--- config.mk ---
export PLATFORM = sky130hd
export DESIGN_NAME = chgw_ctrl
export DESIGN_NICKNAME = d
export VERILOG_FILES = /design/src/chgw_pkg.sv /design/src/chgw_ctrl.sv
export SDC_FILE = /design/constraint.sdc
export NUM_CORES = 1
export LEC_CHECK = 0
export ABC_CLOCK_PERIOD_IN_PS = 1520
export BUFFER_PORTS_ARGS = -buffer_cell sky130_fd_sc_hd__clkbuf_2
export CELL_PAD_IN_SITES_DETAIL_PLACEMENT = 1
export CELL_PAD_IN_SITES_GLOBAL_PLACEMENT = 1
export CORE_MARGIN = 2
export CORE_UTILIZATION = 29
export CTS_CLUSTER_DIAMETER = 100
export DETAILED_ROUTE_END_ITERATION = 10
export PLACE_DENSITY = 0.66
export REMOVE_ABC_BUFFERS = 1
export SLEW_MARGIN = 20
export SYNTH_ARGS = -nofsm -noshare
export SYNTH_HDL_FRONTEND = slang
export SYNTH_SLANG_ARGS = --single-unit
--- constraint.sdc ---
create_clock -name clk -period 1.52 [get_ports clk]
set_clock_uncertainty 0.1 [all_clocks]
set_input_delay 0.152 -clock clk [delete_from_list [all_inputs] [get_ports clk]]
set_output_delay 0.152 -clock clk [all_outputs]
set_load 0.03 [all_outputs]
--- src/chgw_pkg.sv ---
// ----------------------------------------------------------------------------
// chgw_pkg
// Shared types and constants for the gift-wrap convex hull block.
// ----------------------------------------------------------------------------
package chgw_pkg;

    localparam int COORD_W  = 24;
    localparam int INDEX_W  = 8;
    localparam int IN_W     = 3 * COORD_W;
    localparam int OUT_W    = INDEX_W + 3 * COORD_W;
    localparam int DIFF_W   = COORD_W + 1;
    localparam int PROD_W   = 2 * DIFF_W;

    // commands from the controller to the datapath
    typedef struct packed {
        logic load;        // input request present in load state
        logic sweep_init;  // restart the point sweep at index zero
        logic rd;          // issue store read for the current sweep index
        logic lat;         // capture store read data and differences
        logic mul;         // register cross-product terms
        logic upd;         // decide on the candidate and step the sweep
        logic wrap_mode;   // 0: start point search, 1: wrapping search
        logic take_start;  // start point found, becomes current vertex
        logic emit_load;   // load the output register with the current vertex
        logic advance;     // move to the next hull vertex
        logic clear_set;   // point set done, clear count and drop flag
    } chgw_cmd_t;

    // status from the datapath to the controller
    typedef struct packed {
        logic j_last;      // sweep index is the last stored point
        logic out_last;    // vertex in the output register ends the hull
    } chgw_status_t;

endpackage

--- src/chgw_ctrl.sv ---
// ----------------------------------------------------------------------------
// chgw_ctrl
// Controller: load, start point sweep, wrapping sweeps and vertex output.
// ----------------------------------------------------------------------------
module chgw_ctrl (
    input  logic                  clk,
    input  logic                  rst_n,
    input  logic                  s_tvalid,
    input  logic                  s_tlast,
    input  logic                  m_tready,
    input  chgw_pkg::chgw_status_t status,
    output chgw_pkg::chgw_cmd_t    cmd,
    output logic                  s_tready,
    output logic                  m_tvalid
);

    typedef enum logic [5:0] {
        ST_LOAD = 6'b000001,
        ST_RD   = 6'b000010,
        ST_LAT  = 6'b000100,
        ST_MUL  = 6'b001000,
        ST_UPD  = 6'b010000,
        ST_EMIT = 6'b100000
    } chgw_state_t;

    chgw_state_t state_reg;
    chgw_state_t state_next;
    logic        mode_reg;
    logic        mode_next;

    always_ff @(posedge clk or negedge rst_n)
    begin
        if (!rst_n)
        begin
            state_reg <= ST_LOAD;
            mode_reg  <= 1'b0;
        end
        else
        begin
            state_reg <= state_next;
            mode_reg  <= mode_next;
        end
    end

    always_comb
    begin
        state_next    = state_reg;
        mode_next     = mode_reg;
        cmd           = '0;
        cmd.wrap_mode = mode_reg;
        case (state_reg)
            ST_LOAD:
            begin
                cmd.load = s_tvalid;
                if (s_tvalid && s_tlast)
                begin
                    cmd.sweep_init = 1'b1;
                    mode_next      = 1'b0;
                    state_next     = ST_RD;
                end
            end
            ST_RD:
            begin
                cmd.rd     = 1'b1;
                state_next = ST_LAT;
            end
            ST_LAT:
            begin
                cmd.lat    = 1'b1;
                state_next = ST_MUL;
            end
            ST_MUL:
            begin
                cmd.mul    = 1'b1;
                state_next = ST_UPD;
            end
            ST_UPD:
            begin
                cmd.upd = 1'b1;
                if (!status.j_last)
                begin
                    state_next = ST_RD;
                end
                else if (!mode_reg)
                begin
                    cmd.take_start = 1'b1;
                    cmd.sweep_init = 1'b1;
                    mode_next      = 1'b1;
                    state_next     = ST_RD;
                end
                else
                begin
                    cmd.emit_load = 1'b1;
                    state_next    = ST_EMIT;
                end
            end
            ST_EMIT:
            begin
                if (m_tready)
                begin
                    if (status.out_last)
                    begin
                        cmd.clear_set = 1'b1;
                        state_next    = ST_LOAD;
                    end
                    else
                    begin
                        cmd.advance    = 1'b1;
                        cmd.sweep_init = 1'b1;
                        state_next     = ST_RD;
                    end
                end
            end
            default:
            begin
                state_next = ST_LOAD;
            end
        endcase
    end

    assign s_tready = (state_reg == ST_LOAD);
    assign m_tvalid = (state_reg == ST_EMIT);

endmodule

==> results by group, run 1 <==
Outcome
  • Outcome: finished, violations left
  • Failing checks: negative setup slack

Setup path
  • Capturing point of the worst reg2reg path: state_reg[1]
  • Cell count along the critical path: 4
  • Critical Path AT: 1.64 ns
  • R2R setup slack: -0.22 ns
  • CP Buf/Inv Count: 1
  • Crit path capture type: output pin
  • Setup CP Type: reg2out
  • Startpoint types: register
  • Delay-heaviest family, CP: simple AND/OR/NAND/NOR gates
  • CP peak stage delay: 0.40 ns
  • Worst path cell trace: nor4_4 -> and3b_2 -> and3_1 -> clkbuf_8
  • R2R depth: 6
  • Crit Path Max Fanout: 3
  • Timing endpoint of the critical path: cmd[2]
  • Worst R2R Start: state_reg[3]
  • Worst setup startpoint: state_reg[1]
  • CP required: approximately 1.3 ns
  • Critical-path top delay cell: dfrtp_1

Yosys
  • Mapped Cells: between 40 and 50
  • Synth Register Bits: 7
  • Synthesized area: approximately 480 um2
  • YS warnings: 0
  • Top cell type's share of synthesized area: 31.3%
  • Synth Area in Adders: 0%
  • Synth area leader: dfrtp_1
  • Mux cell area share after synthesis: 0%
  • Post-synth EDFFs: 0
  • Post-synthesis sequential area ratio: between 30% and 40%
  • Xor/xnor share of the synthesized area: 1.83%
  • Largest family of logic cells by synthesized area: simple AND/OR/NAND/NOR gates
  • Main synth FF type: dfrtp_1
  • Post-synthesis compound-gate area fraction: 11.7%
  • Ys async rst share: 100%
  • Syn_area_per_cell: 9.98 um2
  • Simple-gate share of the synthesized area: slightly above 40%
  • Library cells used by synthesis: 29
  • Largest cells by area after synthesis: dfrtp_1 (31%), dfstp_2 (5.5%), and3b_1 (5.5%)

STA
  • Worst Tran Pin Value: 0.215 ns
  • Final setup fails: 16
  • Final hold vios: 0
  • Slew Limit Fails: 0
  • Post-route minimum period: 1.89 ns
  • WHS: approximately 0.097 ns
  • Setup ws final: -0.370 ns
  • Max Fclk: 529 MHz
  • Fin crit share: 124%
  • Slew HR: 85.5%
  • RSZ-0062 raised after global routing: true
  • Setup TNS: -3.46 ns

Clock tree
  • CTS Buf Count: 3
  • H-tree depth: 1
  • Clk Latency, worst-skew pair: between 0.2 and 0.3 ns
  • Clock root cell: clkbuf_4
  • Clock input transition at the sequential cells of the worst setup and hold paths: 0.05 ns
  • CTS tree: built
  • Sink Count: 7
  • CTS Buffer Depth: 2

Placed design
  • Dpl cell area: around 650 um2
  • Setup slack at placement: -0.226 ns
  • Gpl congestion: approximately 0.8
  • I/O Buffers: 19
  • DP HPWL: 1070 um

Global routing
  • Vias in the first global route: between 500 and 600
  • GR Util All Layers: between 10% and 20%
  • Pin count of the biggest net entering global routing: 8
  • First-pass GRT wire length: about 2800 um
  • Grt total ovfl: 0
  • Initial antenna violation count: 0

Routing
  • Initial DRC count: 4
  • 1st-pass router iterations: 2
  • Final ANT Viol Nets: 0
  • Wire length per cell: 17.8 um
  • Via count: ~560
  • Final WL: around 1900 um
  • Vias per cell: roughly 5.3
  • Drc violations: 0

Floorplan
  • Full die area: 0.00199 mm2
  • Rows: 14
  • Die Wd: between 40 and 50 um
  • Die H: roughly 45 um
  • Core Area: 0.00152 mm2
  • Initial core utilization: 31.4%
  • I/O Pins: 20

Finish
  • Commonest non-fill, non-tap cell in the layout: buf_4
  • Layout cells sized above 1: between 60% and 70%
  • Final instance area: 970 um2
  • Area delta synth->final: 102%
  • Ant. Diodes: 0
  • Largest register FFs: 6
  • Commonest non-fill, non-tap cells in the layout: buf_4 (13), buf_6 (10), buf_8 (8), clkbuf_2 (7)
  • Final nets: a little under 100

Flow run
  • Max cap viols: 0

Power and ir drop
  • Leak Pwr: between 0.4 and 0.5 nW
  • Maximum VDD drop: 0.548 mV
  • PwrDens: ~760 mW/mm2

Worst hold path
  • Worst hold path class: in2reg
[worst register-to-register path, stage by stage, from the launching register on]
cell and delay [ns]:
dfrtp_2 0.44, nor4_2 0.27, buf_4 0.17, buf_6 0.09, and3b_2 0.20, nand4bb_1 0.18
o311a_1 0.21
[metal layers]
layer  up-vias  GRT usage [%]  share of wire [%]
met5         -              0                  0
met4         0           9.09               0.32
met3         2           2.45                1.1
met2         6           32.2                 51
met1       287           26.1                 48
li1        263              -                  -
[worst min path at each step]
stage | depth (start not counted) | start | end | slack [ns]
after floorplan | 0 | rst_n | mode_reg | -0.24
after global placement | 1 | rst_n | mode_reg | -0.11
after detailed placement | 1 | rst_n | mode_reg | -0.11
after CTS | 3 | status[0] | state_reg[0] | 0.07
after global routing | 3 | status[0] | state_reg[0] | 0.09
final | 3 | status[0] | state_reg[0] | 0.1
[metrics by stage]
stage          instances  power, mW  util, %
2_1_floorplan         44      0.333        -
3_3_place_gp          91      0.419     42.7
3_5_place_dp          91      0.421     42.7
4_1_cts              101      0.677     57.9
5_1_grt              106      0.785     63.6
6_report             106      0.741     63.6
[report_power, final]
part	internal [mW]	switching, mW
Sequential	0.205	0.0173
Clock	0.0999	0.0643
Combinational	0.198	0.157
Total	0.503	0.238
[Yosys cell counts, types with 2 or more instances]
cell      count
inv_1         2
and4b_1       2
and3b_1       3
a21boi_0      2
a21oi_1       2
nor2_1        3
buf_4         3
nand2b_1      2
nand2_1       2
and4_1        2
dfrtp_1       6
and3_1        2
[cells by family after synthesis]
family	count (synthesis)
flip-flops	7
XOR/XNOR	1
AO/OA/AOI/OAI	8
AND/OR/NAND/NOR	26
buffers and inverters	6
[cell type report]
type                            count  area, um2
Clock buffer                        4       26.3
Fill cell                         162        554
Inverter                            2       7.51
Multi-Input combinational cell     35        324
Sequential cell                     7        179
Tap cell                           16       20.0
Timing Repair Buffer               42        413
[repair_timing]
item / 4_1_cts / 5_1_grt
setup buffers: 4 / 5
pin swaps: 8 / 6
gates resized for setup: 40 / 22
hold endpoints to repair: 8 / 0
hold buffers: 2 / 0
endpoints found under the setup margin: 14 / 16
Note: power is estimated with default switching activity, not from simulation.
==> run 2, diff against run 1 <==
--- a/config.mk
+++ b/config.mk
@@ -15,6 +15,7 @@
 export DETAILED_ROUTE_END_ITERATION = 10
 export PLACE_DENSITY = 0.66
 export REMOVE_ABC_BUFFERS = 1
+export SETUP_SLACK_MARGIN = 0.1
 export SLEW_MARGIN = 20
 export SYNTH_ARGS = -nofsm -noshare
 export SYNTH_HDL_FRONTEND = slang
==> constraint.sdc (replaced) <==
create_clock -name clk -period 1.52 [get_ports clk]
set_clock_uncertainty 0.1 [all_clocks]
set_input_delay 0.152 -clock clk [delete_from_list [all_inputs] [get_ports clk]]
set_output_delay 0.152 -clock clk [all_outputs]
set_load 0.01 [all_outputs]
==> run 2 against run 1 <==
The run still ends with negative setup slack left. Largest cell class is now multi-input gates. Cell count decreased by 2.8%. Via count fell by 6.5%. Sequential power about the same. Combinational power decreased by 19%. Worst hold slack lost 0.026 ns. Critical endpoint is now cmd[9].
==> results by group, run 2 (synthesized netlist as in run 1, its figures left out) <==
Finish
  • Layout cells sized above 1: 64.4%
  • Final std cells w/o fill: 103
  • Final instance area: 842 um2
  • Commonest non-fill, non-tap cells in the layout: buf_4 (16), clkbuf_2 (10), buf_6 (7), dfrtp_1 (6), buf_2 (4)
  • Area delta synth->final: 75.7%
  • Ant. Diodes: 0
  • FILL cells: 176
  • Commonest non-fill, non-tap cell in the layout: buf_4
  • Final core occ: between 50% and 60%
  • Largest register FFs: 6
  • Final nets: 95

Setup path
  • Startpoint types: register
  • Worst path cell trace: nor4_2 -> buf_4 -> nand4_1 -> o211ai_1 -> buf_2
  • Crit path capture type: output pin
  • CP peak stage delay: 0.39 ns
  • Critical Path AT: 1.58 ns
  • Setup CP Type: reg2out
  • Crit Path Max Fanout: 5
  • CP required: 1.27 ns
  • Critical-path top delay cell: dfrtp_1

STA
  • Final setup fails: 15
  • RSZ-0062 raised after global routing: true
  • Post-route minimum period: 1.83 ns
  • WHS: around 0.07 ns
  • Slew Limit Fails: 0
  • Slew HR: 79.6%
  • Final hold vios: 0
  • Worst Tran Pin Value: ~0.3 ns
  • Setup ws final: -0.314 ns
  • Max Fclk: ~550 MHz
  • Fin crit share: 121%

Power and ir drop
  • Leak Pwr: 0.465 nW
  • Sequential power share: 33.0%
  • NetSw: 0.192 mW
  • Combinational power share: 43.0%
  • Clock power share: 24.0%
  • PwrDens: roughly 790 mW/mm2
  • Switching Fraction: 28.9%
  • Maximum VDD drop: 0.564 mV
  • Internal cell power: 0.473 mW

Floorplan
  • Initial core utilization: a little under a third
  • Full die area: 0.00199 mm2
  • I/O Pins: 20
  • Rows: 14
  • Die Wd: 44.7 um
  • Core Area: around 0.0015 mm2
  • Die H: 44.7 um

Routing
  • Vias per cell: 5.07
  • Top Metal Used: met4
  • Routed wl met2: a little under 900 um
  • Initial DRC count: 3
  • DR WL met3: approximately 37 um
  • 1st-pass router iterations: 4
  • Wire length per cell: about 16 um
  • Final WL: ~1600 um
  • Via count: 522
  • M1 WL: 678 um
  • Drc violations: 0
  • Final ANT Viol Nets: 0

Placed design
  • Cells after DPL: 90
  • I/O Buffers: 19
  • DP HPWL: 1040 um
  • Dpl cell area: 643 um2
  • Gpl congestion: 0.795

Global routing
  • Vias in the first global route: 516
  • First-pass GRT wire length: roughly 2200 um
  • GR Util All Layers: between 10% and 20%
  • Grt total ovfl: 0
  • Initial antenna violation count: 0
  • Pin count of the biggest net entering global routing: 8

Flow run
  • Max cap viols: 0

Worst hold path
  • Worst hold path class: in2reg

Clock tree
  • CTS tree: built
  • Sink Count: 7
  • Clock input transition at the sequential cells of the worst setup and hold paths: around 0.050 ns
  • Clk Latency, worst-skew pair: between 0.2 and 0.25 ns
  • CTS Buf Count: 3
  • CTS Buffer Depth: 2
  • H-tree depth: 1
  • Clock root cell: clkbuf_4

Outcome
  • Failing checks: negative setup slack
  • Outcome: finished, violations left
[run 2: cell types whose count changed in the layout (fill, tap and decap cells not counted), moves of 2 or more]
cell / change
buf_8: -8
dfrtp_1: +2
clkbuf_2: +3
buf_6: -3
buf_4: +3
clkbuf_8: -2
buf_2: +4
dfrtp_2: -2
[run 2: timing repair]
item | CTS | global route
setup buffers | 3 | 5
setup endpoints to repair | 16 | 16
resized for setup | 17 | 14
pin swaps | 10 | 4
hold endpoints to repair | 8 | 0
hold buffers | 2 | 0
[run 2: area by class of cell]
cell class                 instances  area, um2  share of cell area, %
sequential                         7        176                   21.0
multi-input combinational         35        323                   38.3
clock buffer                       4       26.3                   3.12
inverter                           2       7.51                  0.892
tap                               16       20.0                   2.38
timing repair buffer              39        289                   34.3
[run 2: per-stage QoR]
stage | power (mW) | setup slack [ns] | TNS (ns)
global route | 0.714 | -0.395 | -3.87
finish | 0.665 | -0.314 | -2.69
global placement | 0.384 | -0.110 | -0.179
CTS | 0.615 | -0.296 | -2.15
floorplan | 0.297 | -0.0312 | -0.0312
detailed placement | 0.389 | -0.145 | -0.398
[run 2: path summary, 6_finish.rpt]
path	start	to	slack, ns	depth (start not counted)
max	state_reg[5]	cmd[9]	-0.31	5
min	status[0]	state_reg[0]	0.07	3
max reg2reg	state_reg[5]	state_reg[1]	-0.22	6
min reg2reg	mode_reg	mode_reg	0.60	2
max in group asynchronous	rst_n	state_reg[0]	0.92	2
min in group asynchronous	rst_n	mode_reg	0.17	2
[run 2: worst max-delay path: cells and delay by family (launching register included)]
kind | cells | cell delay, ns
buffers and inverters | 2 | 0.35
flip-flops | 1 | 0.39
AO/OA/AOI/OAI | 1 | 0.12
AND/OR/NAND/NOR | 2 | 0.48
[run 2: power groups by stage]
stage                     registers [mW]  logic, mW  clock network, mW
final                              0.219      0.286              0.160
after global placement             0.214      0.170                  0
after CTS                          0.214      0.230              0.171
after detailed placement           0.215      0.175                  0
after floorplan                    0.219     0.0778                  0
after global routing               0.220      0.304              0.190
[run 2: per-layer routing]
metal	vias up	GRT usage (%)
met5	-	0
met1	252	18.6
met4	0	9.09
met2	10	27.5
met3	4	2.45
li1	256	-
